===== config.mk =====
export PLATFORM = sky130hd
export DESIGN_NAME = bitmap_block_allocator
export DESIGN_NICKNAME = d
export VERILOG_FILES = /design/src/rtl/bba_pkg.sv /design/src/rtl/bba_seq.sv /design/src/rtl/bitmap_block_allocator.sv
export SDC_FILE = /design/constraint.sdc
export NUM_CORES = 2
export LEC_CHECK = 0
export ABC_AREA = 1
export BUFFER_PORTS_ARGS = -buffer_cell sky130_fd_sc_hd__buf_2
export CAP_MARGIN = 20
export CELL_PAD_IN_SITES_DETAIL_PLACEMENT = 0
export CELL_PAD_IN_SITES_GLOBAL_PLACEMENT = 1
export CORE_MARGIN = 1.5
export CORE_UTILIZATION = 51
export CTS_CLUSTER_DIAMETER = 50
export DETAILED_ROUTE_END_ITERATION = 6
export PLACE_DENSITY = 0.9
export RECOVER_POWER = 100
export SLEW_MARGIN = 0
export SYNTH_ARGS = -nofsm -noshare
export SYNTH_HDL_FRONTEND = slang
export SYNTH_SLANG_ARGS = --single-unit

===== constraint.sdc =====
create_clock -name i_clk -period 7.6 [get_ports i_clk]
set_clock_uncertainty 0.2 [all_clocks]
set_input_delay 1.14 -clock i_clk [delete_from_list [all_inputs] [get_ports i_clk]]
set_output_delay 1.14 -clock i_clk [all_outputs]
set_load 0.05 [all_outputs]

===== src/rtl/bba_pkg.sv =====
// Shared types, constants and microcode table for the bitmap block allocator.
package bba_pkg;

    localparam int MAP_BITS  = 1024;
    localparam int MAP_WORDS = (MAP_BITS + 63) / 64;
    localparam int WIDX_W    = (MAP_WORDS > 1) ? $clog2(MAP_WORDS) : 1;
    localparam int GIDX_W    = WIDX_W + 6;
    localparam int CNT_W     = GIDX_W + 1;
    localparam int WIDE_W    = 17;
    localparam int BN_W      = 16;
    localparam int BC_W      = 11;
    localparam int CFG_IDX_W = 1;

    localparam logic [CFG_IDX_W-1:0] REG_DATA_BASE   = 1'd0;
    localparam logic [CFG_IDX_W-1:0] REG_BLOCK_COUNT = 1'd1;
    localparam logic [BC_W-1:0]      BLOCK_COUNT_RST = 11'd1024;

    localparam logic OP_ALLOC = 1'b0;
    localparam logic OP_FREE  = 1'b1;

    typedef enum logic [1:0] {
        ST_OK    = 2'd0,
        ST_FULL  = 2'd1,
        ST_RANGE = 2'd2,
        ST_FREE  = 2'd3
    } t_status;

    typedef enum logic [3:0] {
        S_IDLE, S_DISP, S_ARD, S_ATST, S_AEND, S_ASET, S_AFULL,
        S_FRD, S_FTST, S_FCLR, S_FFREE, S_FBAD, S_DONE
    } t_step;

    typedef enum logic [2:0] {
        C_ALWAYS, C_IN_FIRE, C_OP_FREE, C_SCAN_END,
        C_FOUND, C_RANGE_BAD, C_BIT_SET, C_OUT_FREE
    } t_cond;

    typedef enum logic [1:0] {RD_NONE, RD_FIRST, RD_NEXT, RD_OFF} t_rd;
    typedef enum logic [1:0] {WR_NONE, WR_SET, WR_CLR} t_wr;
    typedef enum logic [1:0] {RES_KEEP, RES_BN, RES_ZERO} t_res;

    typedef struct packed {
        t_cond   cond;
        t_step   tgt_t;
        t_step   tgt_f;
        t_rd     rd;
        t_wr     wr;
        t_res    res;
        logic    ld_st;
        t_status st;
        logic    take;
        logic    ld_in;
        logic    scan;
        logic    push;
    } t_uop;

    typedef struct packed {
        logic in_fire;
        logic op_free;
        logic scan_end;
        logic found;
        logic range_bad;
        logic bit_set;
        logic out_free;
    } t_flags;

    // microcode: one control word per step, two jump targets chosen by cond
    function automatic t_uop uop_rom(t_step s);
        t_uop u;
        u.cond  = C_ALWAYS;
        u.tgt_t = S_IDLE;
        u.tgt_f = S_IDLE;
        u.rd    = RD_NONE;
        u.wr    = WR_NONE;
        u.res   = RES_KEEP;
        u.ld_st = 1'b0;
        u.st    = ST_OK;
        u.take  = 1'b0;
        u.ld_in = 1'b0;
        u.scan  = 1'b0;
        u.push  = 1'b0;
        case (s)
            S_IDLE: begin
                u.cond = C_IN_FIRE; u.tgt_t = S_DISP; u.tgt_f = S_IDLE;
                u.take = 1'b1; u.ld_in = 1'b1;
            end
            S_DISP: begin
                u.cond = C_OP_FREE; u.tgt_t = S_FRD; u.tgt_f = S_ARD;
            end
            S_ARD: begin
                u.tgt_t = S_ATST; u.rd = RD_FIRST;
            end
            S_ATST: begin
                // test the word read last cycle, fetch the next one
                u.cond = C_SCAN_END; u.tgt_t = S_AEND; u.tgt_f = S_ATST;
                u.rd = RD_NEXT; u.scan = 1'b1;
            end
            S_AEND: begin
                u.cond = C_FOUND; u.tgt_t = S_ASET; u.tgt_f = S_AFULL;
            end
            S_ASET: begin
                u.tgt_t = S_DONE; u.wr = WR_SET; u.ld_st = 1'b1; u.st = ST_OK;
            end
            S_AFULL: begin
                u.tgt_t = S_DONE; u.res = RES_ZERO; u.ld_st = 1'b1; u.st = ST_FULL;
            end
            S_FRD: begin
                u.cond = C_RANGE_BAD; u.tgt_t = S_FBAD; u.tgt_f = S_FTST;
                u.rd = RD_OFF;
            end
            S_FTST: begin
                // keep the target word on the read port for the clear step
                u.cond = C_BIT_SET; u.tgt_t = S_FCLR; u.tgt_f = S_FFREE;
                u.rd = RD_OFF;
            end
            S_FCLR: begin
                u.tgt_t = S_DONE; u.wr = WR_CLR; u.res = RES_BN;
                u.ld_st = 1'b1; u.st = ST_OK;
            end
            S_FFREE: begin
                u.tgt_t = S_DONE; u.res = RES_ZERO; u.ld_st = 1'b1; u.st = ST_FREE;
            end
            S_FBAD: begin
                u.tgt_t = S_DONE; u.res = RES_ZERO; u.ld_st = 1'b1; u.st = ST_RANGE;
            end
            S_DONE: begin
                u.cond = C_OUT_FREE; u.tgt_t = S_IDLE; u.tgt_f = S_DONE;
                u.push = 1'b1;
            end
            default: begin
                u.tgt_t = S_IDLE;
            end
        endcase
        return u;
    endfunction

endpackage


===== src/rtl/bba_seq.sv =====
// Microcode sequencer: step counter, control ROM and conditional jumps.
module bba_seq (
    input  logic            i_clk,
    input  logic            i_rst_n,
    input  bba_pkg::t_flags i_flags,
    output bba_pkg::t_uop   o_uop
);

    bba_pkg::t_step r_pc;
    bba_pkg::t_step n_pc;
    bba_pkg::t_uop  uop;
    logic           cond_hit;

    assign uop = bba_pkg::uop_rom(r_pc);

    // next step
    always_comb begin
        case (uop.cond)
            bba_pkg::C_ALWAYS:    cond_hit = 1'b1;
            bba_pkg::C_IN_FIRE:   cond_hit = i_flags.in_fire;
            bba_pkg::C_OP_FREE:   cond_hit = i_flags.op_free;
            bba_pkg::C_SCAN_END:  cond_hit = i_flags.scan_end;
            bba_pkg::C_FOUND:     cond_hit = i_flags.found;
            bba_pkg::C_RANGE_BAD: cond_hit = i_flags.range_bad;
            bba_pkg::C_BIT_SET:   cond_hit = i_flags.bit_set;
            bba_pkg::C_OUT_FREE:  cond_hit = i_flags.out_free;
            default:              cond_hit = 1'b1;
        endcase
        n_pc = cond_hit ? uop.tgt_t : uop.tgt_f;
    end

    // control word out
    always_comb begin
        o_uop = uop;
    end

    always_ff @(posedge i_clk) begin
        if (!i_rst_n) begin
            r_pc <= bba_pkg::S_IDLE;
        end else begin
            r_pc <= n_pc;
        end
    end

endmodule


===== src/rtl/bitmap_block_allocator.sv =====
// Top level: first-fit bitmap block allocator with microcoded control.
//
// Usage:
//   Input channel (i_in_valid / o_in_ready) takes one word: i_op (0 allocate,
//   1 free) and i_block_number (block to free). Output channel (o_out_valid /
//   i_out_ready) returns one word per request: o_block_number_res and
//   o_status (0 ok, 1 no free block, 2 out of range, 3 already free).
//   Config port: i_cfg_we with i_cfg_idx 0 writes data_base, 1 writes
//   block_count (low 11 bits); write only while no request is in flight.
// Sequencing:
//   Free reads the target word, tests its bit and clears it, or reports it
//   already free; a block out of range goes straight to the error result.
//   Allocate scans the bitmap one 64-bit word per cycle out of a 16-word
//   memory with one read and one write port, from word 0 up to the first
//   word with a free bit or the end of the managed range (1 to 16 words).
//   One request is worked at a time; the next word is taken at the earliest
//   the cycle after the previous result lands in the output register.
// Reset: synchronous, active low. The bitmap reads as all free at once
//   (per-word valid flops), data_base = 0, block_count = 1024.
// Stall: a held result keeps the sequencer in its final step; at most one
//   more request is accepted and worked while the receiver stalls.
module bitmap_block_allocator (
    input  logic                               i_clk,
    input  logic                               i_rst_n,
    input  logic                               i_in_valid,
    output logic                               o_in_ready,
    input  logic                               i_op,
    input  logic [bba_pkg::BN_W-1:0]           i_block_number,
    output logic                               o_out_valid,
    input  logic                               i_out_ready,
    output logic [bba_pkg::BN_W-1:0]           o_block_number_res,
    output logic [1:0]                         o_status,
    input  logic                               i_cfg_we,
    input  logic [bba_pkg::CFG_IDX_W-1:0]      i_cfg_idx,
    input  logic [bba_pkg::BN_W-1:0]           i_cfg_data
);

    bba_pkg::t_uop   uop;
    bba_pkg::t_flags flags;

    // config
    logic [bba_pkg::BN_W-1:0]   r_data_base;
    logic [bba_pkg::BC_W-1:0]   r_block_count;

    // request
    logic                       r_op;
    logic [bba_pkg::BN_W-1:0]   r_bn;
    logic [bba_pkg::CNT_W-1:0]  r_n;
    logic [bba_pkg::CNT_W-1:0]  n_n;

    // bitmap memory
    logic [63:0]                r_map [bba_pkg::MAP_WORDS];
    logic                       r_map_vld [bba_pkg::MAP_WORDS];
    logic [63:0]                r_rd_raw;
    logic                       r_rd_vld;
    logic [63:0]                rdata;
    logic [bba_pkg::WIDX_W-1:0] rd_addr;
    logic [bba_pkg::WIDX_W-1:0] wr_addr;
    logic [63:0]                wr_data;
    logic                       wr_en;

    // scan
    logic [bba_pkg::WIDX_W-1:0] r_widx;
    logic                       r_found;
    logic [bba_pkg::WIDX_W-1:0] r_fw;
    logic [63:0]                r_fword;
    logic [bba_pkg::CNT_W-1:0]  wbase;
    logic [bba_pkg::CNT_W-1:0]  rem_full;
    logic [6:0]                 rem7;
    logic [63:0]                avail;
    logic [63:0]                free_bits;
    logic [63:0]                iso;
    logic [5:0]                 bidx;
    logic                       found;
    logic                       more;

    // free path
    logic [bba_pkg::BN_W-1:0]   off;
    logic [bba_pkg::WIDX_W-1:0] offw;
    logic [5:0]                 offb;
    logic                       range_bad;

    // result
    logic [bba_pkg::BN_W-1:0]   r_res;
    bba_pkg::t_status           r_st;
    logic                       r_ovalid;
    logic [bba_pkg::BN_W-1:0]   r_out_bn;
    bba_pkg::t_status           r_out_st;
    logic                       in_fire;
    logic                       out_free;
    logic                       push;

    bba_seq u_seq (
        .i_clk   (i_clk),
        .i_rst_n (i_rst_n),
        .i_flags (flags),
        .o_uop   (uop)
    );

    assign o_in_ready         = uop.take;
    assign in_fire            = uop.take & i_in_valid;
    assign out_free           = !r_ovalid || i_out_ready;
    assign push               = uop.push & out_free;
    assign o_out_valid        = r_ovalid;
    assign o_block_number_res = r_out_bn;
    assign o_status           = r_out_st;

    // managed range: min(block_count, MAP_BITS, 65536 - data_base)
    always_comb begin
        logic [bba_pkg::WIDE_W-1:0] bc;
        logic [bba_pkg::WIDE_W-1:0] room;
        logic [bba_pkg::WIDE_W-1:0] lim;
        bc   = bba_pkg::WIDE_W'(r_block_count);
        room = bba_pkg::WIDE_W'(17'h10000) - {1'b0, r_data_base};
        lim  = (bc > bba_pkg::WIDE_W'(bba_pkg::MAP_BITS))
               ? bba_pkg::WIDE_W'(bba_pkg::MAP_BITS) : bc;
        if (lim > room) begin
            lim = room;
        end
        n_n = lim[bba_pkg::CNT_W-1:0];
    end

    assign rdata = r_rd_vld ? r_rd_raw : 64'd0;

    // free path checks
    always_comb begin
        off       = r_bn - r_data_base;
        offw      = off[bba_pkg::GIDX_W-1:6];
        offb      = off[5:0];
        range_bad = (r_bn < r_data_base) ||
                    ({1'b0, off} >= bba_pkg::WIDE_W'(r_n));
    end

    // scan of one word: mask off bits past the range, isolate lowest clear bit
    always_comb begin
        wbase    = {1'b0, r_widx, 6'b0};
        rem_full = (r_n > wbase) ? (r_n - wbase) : '0;
        rem7     = (rem_full >= bba_pkg::CNT_W'(64)) ? 7'd64 : rem_full[6:0];
        for (int b = 0; b < 64; b++) begin
            avail[b] = 7'(b) < rem7;
        end
        free_bits = ~rdata & avail;
        iso       = free_bits & (~free_bits + 64'd1);
        bidx      = '0;
        for (int b = 0; b < 64; b++) begin
            for (int k = 0; k < 6; k++) begin
                if (iso[b] && ((b >> k) & 1) == 1) begin
                    bidx[k] = 1'b1;
                end
            end
        end
        found = |free_bits;
        more  = (wbase + bba_pkg::CNT_W'(64)) < r_n;
    end

    always_comb begin
        flags.in_fire   = in_fire;
        flags.op_free   = (r_op == bba_pkg::OP_FREE);
        flags.scan_end  = found || !more;
        flags.found     = r_found;
        flags.range_bad = range_bad;
        flags.bit_set   = rdata[offb];
        flags.out_free  = out_free;
    end

    // memory port control
    always_comb begin
        case (uop.rd)
            bba_pkg::RD_FIRST: rd_addr = '0;
            bba_pkg::RD_NEXT:  rd_addr = r_widx + 1'b1;
            bba_pkg::RD_OFF:   rd_addr = offw;
            default:           rd_addr = r_widx;
        endcase
        case (uop.wr)
            bba_pkg::WR_SET: begin
                wr_en   = 1'b1;
                wr_addr = r_fw;
                wr_data = r_fword;
            end
            bba_pkg::WR_CLR: begin
                wr_en   = 1'b1;
                wr_addr = offw;
                wr_data = rdata & ~(64'd1 << offb);
            end
            default: begin
                wr_en   = 1'b0;
                wr_addr = r_fw;
                wr_data = r_fword;
            end
        endcase
    end

    always_ff @(posedge i_clk) begin
        if (wr_en) begin
            r_map[wr_addr] <= wr_data;
        end
        r_rd_raw <= r_map[rd_addr];
        r_rd_vld <= r_map_vld[rd_addr];
    end

    always_ff @(posedge i_clk) begin
        if (!i_rst_n) begin
            for (int w = 0; w < bba_pkg::MAP_WORDS; w++) begin
                r_map_vld[w] <= 1'b0;
            end
        end else if (wr_en) begin
            r_map_vld[wr_addr] <= 1'b1;
        end
    end

    // config registers
    always_ff @(posedge i_clk) begin
        if (!i_rst_n) begin
            r_data_base   <= '0;
            r_block_count <= bba_pkg::BLOCK_COUNT_RST;
        end else if (i_cfg_we) begin
            case (i_cfg_idx)
                bba_pkg::REG_DATA_BASE:   r_data_base   <= i_cfg_data;
                bba_pkg::REG_BLOCK_COUNT: r_block_count <= i_cfg_data[bba_pkg::BC_W-1:0];
                default: ;
            endcase
        end
    end

    // datapath registers
    always_ff @(posedge i_clk) begin
        if (uop.ld_in && in_fire) begin
            r_op <= i_op;
            r_bn <= i_block_number;
            r_n  <= n_n;
        end
        case (uop.rd)
            bba_pkg::RD_FIRST: r_widx <= '0;
            bba_pkg::RD_NEXT:  r_widx <= r_widx + 1'b1;
            default: ;
        endcase
        if (uop.scan) begin
            r_found <= found;
            if (found) begin
                r_fw    <= r_widx;
                r_fword <= rdata | iso;
                r_res   <= r_data_base + bba_pkg::BN_W'({r_widx, bidx});
            end
        end
        case (uop.res)
            bba_pkg::RES_BN:   r_res <= r_bn;
            bba_pkg::RES_ZERO: r_res <= '0;
            default: ;
        endcase
        if (uop.ld_st) begin
            r_st <= uop.st;
        end
        if (push) begin
            r_out_bn <= r_res;
            r_out_st <= r_st;
        end
    end

    always_ff @(posedge i_clk) begin
        if (!i_rst_n) begin
            r_ovalid <= 1'b0;
        end else if (push) begin
            r_ovalid <= 1'b1;
        end else if (i_out_ready) begin
            r_ovalid <= 1'b0;
        end
    end

    // any failure returns block zero
    a_fail_zero: assert property (@(posedge i_clk) disable iff (!i_rst_n)
        o_out_valid && (o_status != bba_pkg::ST_OK) |-> o_block_number_res == '0)
        else $error("failed request with nonzero block number");

    // scan never tests a word wholly beyond the managed range
    a_scan_in_range: assert property (@(posedge i_clk) disable iff (!i_rst_n)
        uop.scan |-> (r_n == '0) || ({1'b0, r_widx, 6'b0} < r_n))
        else $error("scan past managed range");

    // a free only clears a bit that was set
    a_clr_set_bit: assert property (@(posedge i_clk) disable iff (!i_rst_n)
        uop.wr == bba_pkg::WR_CLR |-> rdata[offb] && !range_bad)
        else $error("clearing a bit that is not set");

    // an allocate writes back one more set bit than the word it scanned
    a_set_one_bit: assert property (@(posedge i_clk) disable iff (!i_rst_n)
        uop.scan && found |=> $countones(r_fword) == $countones($past(rdata)) + 1)
        else $error("allocate does not set exactly one bit");

    // after the result is pushed the block is ready for a new word
    a_back_to_idle: assert property (@(posedge i_clk) disable iff (!i_rst_n)
        push |=> o_in_ready)
        else $error("not ready after result push");

endmodule

==> impl_metrics.py <==
metrics = {
    "finish": {
        "drive_above_1_share_pct": 7.407,
        "layout.nets": 5839,
        "synthToLayoutAreaGrowth_pct": 11.37,
        "fin_area_um2": 64910,
        "final_core_util_pct": 57.46,
    },
    "logic_synthesis": {
        "synth_top_family_by_area": "simple AND/OR/NAND/NOR gates",
        "yosys_most_used_dff": "edfxtp_1",
        "postSynthAreaPerCell_um2": 10.25,
        "synth_warnings": 0,
        "muxShareOfSynthArea_pct": 0,
        "synthCells": 5687,
        "synth_compound_area_share_pct": 9.227,
        "synth-simple-area-share_pct": 18.20,
        "synth_seq_cells": 1274,
        "syn_area_um2": 58280,
        "syn-num-nets": 5795,
        "synth-edff-count": 1161,
        "synth-async-reset-ratio_pct": 0,
        "synth-seq-area-share_pct": 63.70,
        "synth_xor_area_share_pct": 0.3156,
        "synthAdderAreaFrac_pct": 1.520,
        "synth.distinct_cells": 56,
    },
    "sta": {
        "fmax_ghz": 0.1361,
        "worst_pin_slew_ns": 3.363,
        "hold_viol_final": 0,
        "period_minus_slack_ns": 7.349,
        "rsz0062_at_grt": "no",
        "slew_headroom_pct": -124.2,
        "tns_ns": 0,
        "setup_viol": 0,
        "fin_crit_sh_pct": 96.69,
        "drv_slew": 827,
    },
    "route": {
        "ant_nets": 0,
        "dr.pass1.iters": 6,
        "drt_iter0_drc": 4625,
        "avgRoutedWirePerCell_um": 23.46,
        "finalWirelength_mm": 172.3,
        "num_vias": 42410,
        "drc_errors": 0,
        "routed_via_density": 5.772,
    },
    "die": {
        "design.core.area_um2": 113000,
        "dieHeight_um": 341.1,
        "die_area_um2": 116300,
        "fp.dieW_um": 341.1,
        "rows": 123,
        "pin_count": 59,
        "initial_core_util_pct": 51.60,
    },
    "setup_path": {
        "max_stage_delay_ns": 2.05,
        "cp.depth": 11,
        "critPathBufInv": 5,
        "start_kind": "flop",
        "cp_slowest_cell": "nor2_1",
        "critical_path_required_ns": 7.76,
        "crit_fanout": 35,
        "regToRegEndpoint": "r_map[12][27]$_DFFE_PP_",
        "path_cells": "inv_1 -> nor2_1 -> inv_1 -> nor2_1 -> ha_1 -> buf_4 -> inv_1 -> o21ai_0 -> nand3_1 -> nor2_1 -> buf_2",
        "critical_path.top_delay_family": "simple AND/OR/NAND/NOR gates",
        "worstReg2RegStart": "u_seq.r_pc[0]$_SDFF_PN0_",
        "r2r_setup_slack_ns": 0.25,
        "cp-end-kind": "flop",
        "worstRegToRegCells": 11,
        "cp_data_arrival_time_ns": 7.50,
        "path_class": "reg2reg",
    },
    "power_and_ir_drop": {
        "clock_power_share_pct": 24.1,
        "combPwrFrac_pct": 45.5,
        "ir_drop_mv": 0.5265,
        "sequentialPowerShare_pct": 30.3,
        "sw_frac_of_total_pct": 43.24,
        "powerDensity_nw_per_um2": 433.9,
        "p_leak_nw": 25.75,
        "internal_power_w": 0.01599,
        "power.switching_w": 0.01218,
    },
    "cts": {
        "cts_buffer_depth": 3,
        "postCtsHoldBufs": 0,
        "clkLatencyLatePin_ns": 0.77,
        "cts-root-buf": "clkbuf_16",
        "cts_setup_buffers": 0,
        "ctsResizeCount": 0,
        "cts_sinks": 1274,
        "tritoncts": "built",
        "htreeDepth": 4,
        "numCtsBuffers": 140,
        "clk_pin_slew_ns": 0.06,
    },
    "grt": {
        "grt_overflow_total": 0,
        "antenna_found_initial": 4,
        "grt_use_total_pct": 29.49,
        "grt_pass1_vias": 40200,
        "grt_max_degree": 193,
        "grt_pass1_wl_mm": 254.3,
    },
    "status": {
        "status": "complete, but fails checks",
        "violations": "max-capacitance violations, max-slew violations",
    },
    "place": {
        "port_buffers": 58,
        "placed_area_um2": 60650,
        "globalplace.congestion": 1.082,
        "dp_hpwl_mm": 111.0,
    },
    "run": {
        "maxCapViolCount": 28,
    },
    "min_path": {
        "hp-start": "r_res[10]$_DFFE_PP_",
        "hold_depth": 0,
        "hold_end": "o_block_number_res[10]$_DFFE_PP_",
        "worstHoldPathType": "reg2reg",
    },
}
[stage by stage]
stage	instances	power, W	setup WS (ns)	hold WS, ns
after global routing	7346	0.02975	0.04405	0.2229
after CTS	7345	0.02810	0.4821	0.2125
final	7347	0.02817	0.2513	0.2146
after global placement	7086	0.02112	0.4798	0.2038
after floorplan	5687	0.01749	1.125	0.2003
after detailed placement	7088	0.02128	0.4882	0.2045
[cell usage in the layout (no fill, tap or decap), types with 18 or more instances in the layout]
cell / instances
nand2_1: 1344
edfxtp_1: 1161
inv_1: 797
nand3_1: 581
o211ai_1: 526
nor2_1: 358
clkbuf_16: 147
dfxtp_1: 112
a21oi_1: 103
o21ai_0: 89
clkbuf_1: 89
ha_1: 66
buf_4: 52
nor3_1: 40
buf_2: 37
nand4_1: 32
nand2_2: 26
xor2_1: 18
nor2_4: 18
[cell usage after synthesis, types with 6 or more instances]
| library cell | count | share of area (%) |
|---|---|---|
| a21oi_1 | 103 | 0.88 |
| buf_1 | 30 | 0.19 |
| buf_2 | 23 | 0.20 |
| clkbuf_1 | 211 | 1.4 |
| dfxtp_1 | 113 | 3.9 |
| edfxtp_1 | 1161 | 60 |
| ha_1 | 66 | 1.4 |
| inv_1 | 796 | 5.1 |
| inv_2 | 14 | 0.090 |
| nand2_1 | 1342 | 8.6 |
| nand2_2 | 28 | 0.30 |
| nand2_4 | 8 | 0.15 |
| nand3_1 | 577 | 5.0 |
| nand3_2 | 12 | 0.21 |
| nand3b_1 | 8 | 0.10 |
| nand4_1 | 32 | 0.34 |
| nor2_1 | 359 | 2.3 |
| nor2_2 | 18 | 0.19 |
| nor2_4 | 12 | 0.23 |
| nor3_1 | 41 | 0.35 |
| nor4_1 | 6 | 0.064 |
| o211ai_1 | 526 | 6.8 |
| o21ai_0 | 90 | 0.77 |
| o22ai_1 | 12 | 0.13 |
| or2_2 | 7 | 0.075 |
| xor2_1 | 19 | 0.29 |
[cells by family after synthesis]
| logic type | count (synthesis) |
|---|---|
| compound gates | 780 |
| xor+xnor | 21 |
| fa+ha+maj | 69 |
| buf+inv | 1081 |
| flops | 1274 |
| simple gates | 2462 |
[power groups by stage]
stage / Sequential [W] / Clock (W) / Combinational, W
5_1_grt: 0.00857 / 0.00715 / 0.0140
3_5_place_dp: 0.00867 / 0 / 0.0126
2_1_floorplan: 0.00858 / 0 / 0.00891
3_3_place_gp: 0.00867 / 0 / 0.0124
4_1_cts: 0.00853 / 0.00686 / 0.0127
6_report: 0.00855 / 0.00680 / 0.0128
[worst register-to-register path: cells and delay by family (launching register included)]
family | cells | cell delay, ns
and+or+nand+nor | 4 | 2.70
buffers and inverters | 5 | 2.52
AOI/OAI and AO/OA | 1 | 0.84
DFF | 1 | 0.44
adders and majority gates | 1 | 0.18
[worst max-delay path by stage]
stage | startpoint | end
2_1_floorplan | r_widx[0]$_SDFFCE_PP0P_ | r_fw[0]$_DFFE_PP_
3_3_place_gp | r_n[6]$_DFFE_PP_ | r_res[14]$_DFFE_PP_
3_5_place_dp | r_n[6]$_DFFE_PP_ | r_res[14]$_DFFE_PP_
4_1_cts | r_n[6]$_DFFE_PP_ | r_res[14]$_DFFE_PP_
5_1_grt | r_n[6]$_DFFE_PP_ | r_res[14]$_DFFE_PP_
6_report | u_seq.r_pc[0]$_SDFF_PN0_ | r_map[12][27]$_DFFE_PP_
[sequential cells by signal, indices dropped and copies added, names as in the netlist]
name                flops
o_block_number_res     16
o_out_valid             1
o_status                2
r_block_count          11
r_bn                   16
r_data_base            16
r_found                 1
r_fw                    4
r_fword                64
r_map                1024
r_map_vld              16
r_n                    11
r_op                    1
r_rd_raw               64
r_rd_vld                1
r_res                  16
r_st                    2
r_widx                  4
u_seq.r_pc              4
[layer usage]
| metal | share of wire (%) | global-route usage, % | up-vias |
|---|---|---|---|
| li1 | - | - | 19700 |
| met1 | 42 | 40.81 | 20470 |
| met2 | 46 | 46.88 | 1889 |
| met3 | 9.0 | 5.576 | 345 |
| met4 | 3.0 | 10.06 | 8 |
| met5 | 0.035 | 0 | - |
[area by class of cell]
type / count / area, um2
tap: 1500 / 1877
clock buffer: 190 / 3920
clock inverter: 67 / 740.7
multi-input combinational: 3332 / 17100
sequential: 1274 / 37130
inverter: 815 / 3073
fill: 9393 / 48050
timing repair buffer: 168 / 1071
antenna: 1 / 2.502
Power figures use the tool's default switching activity.
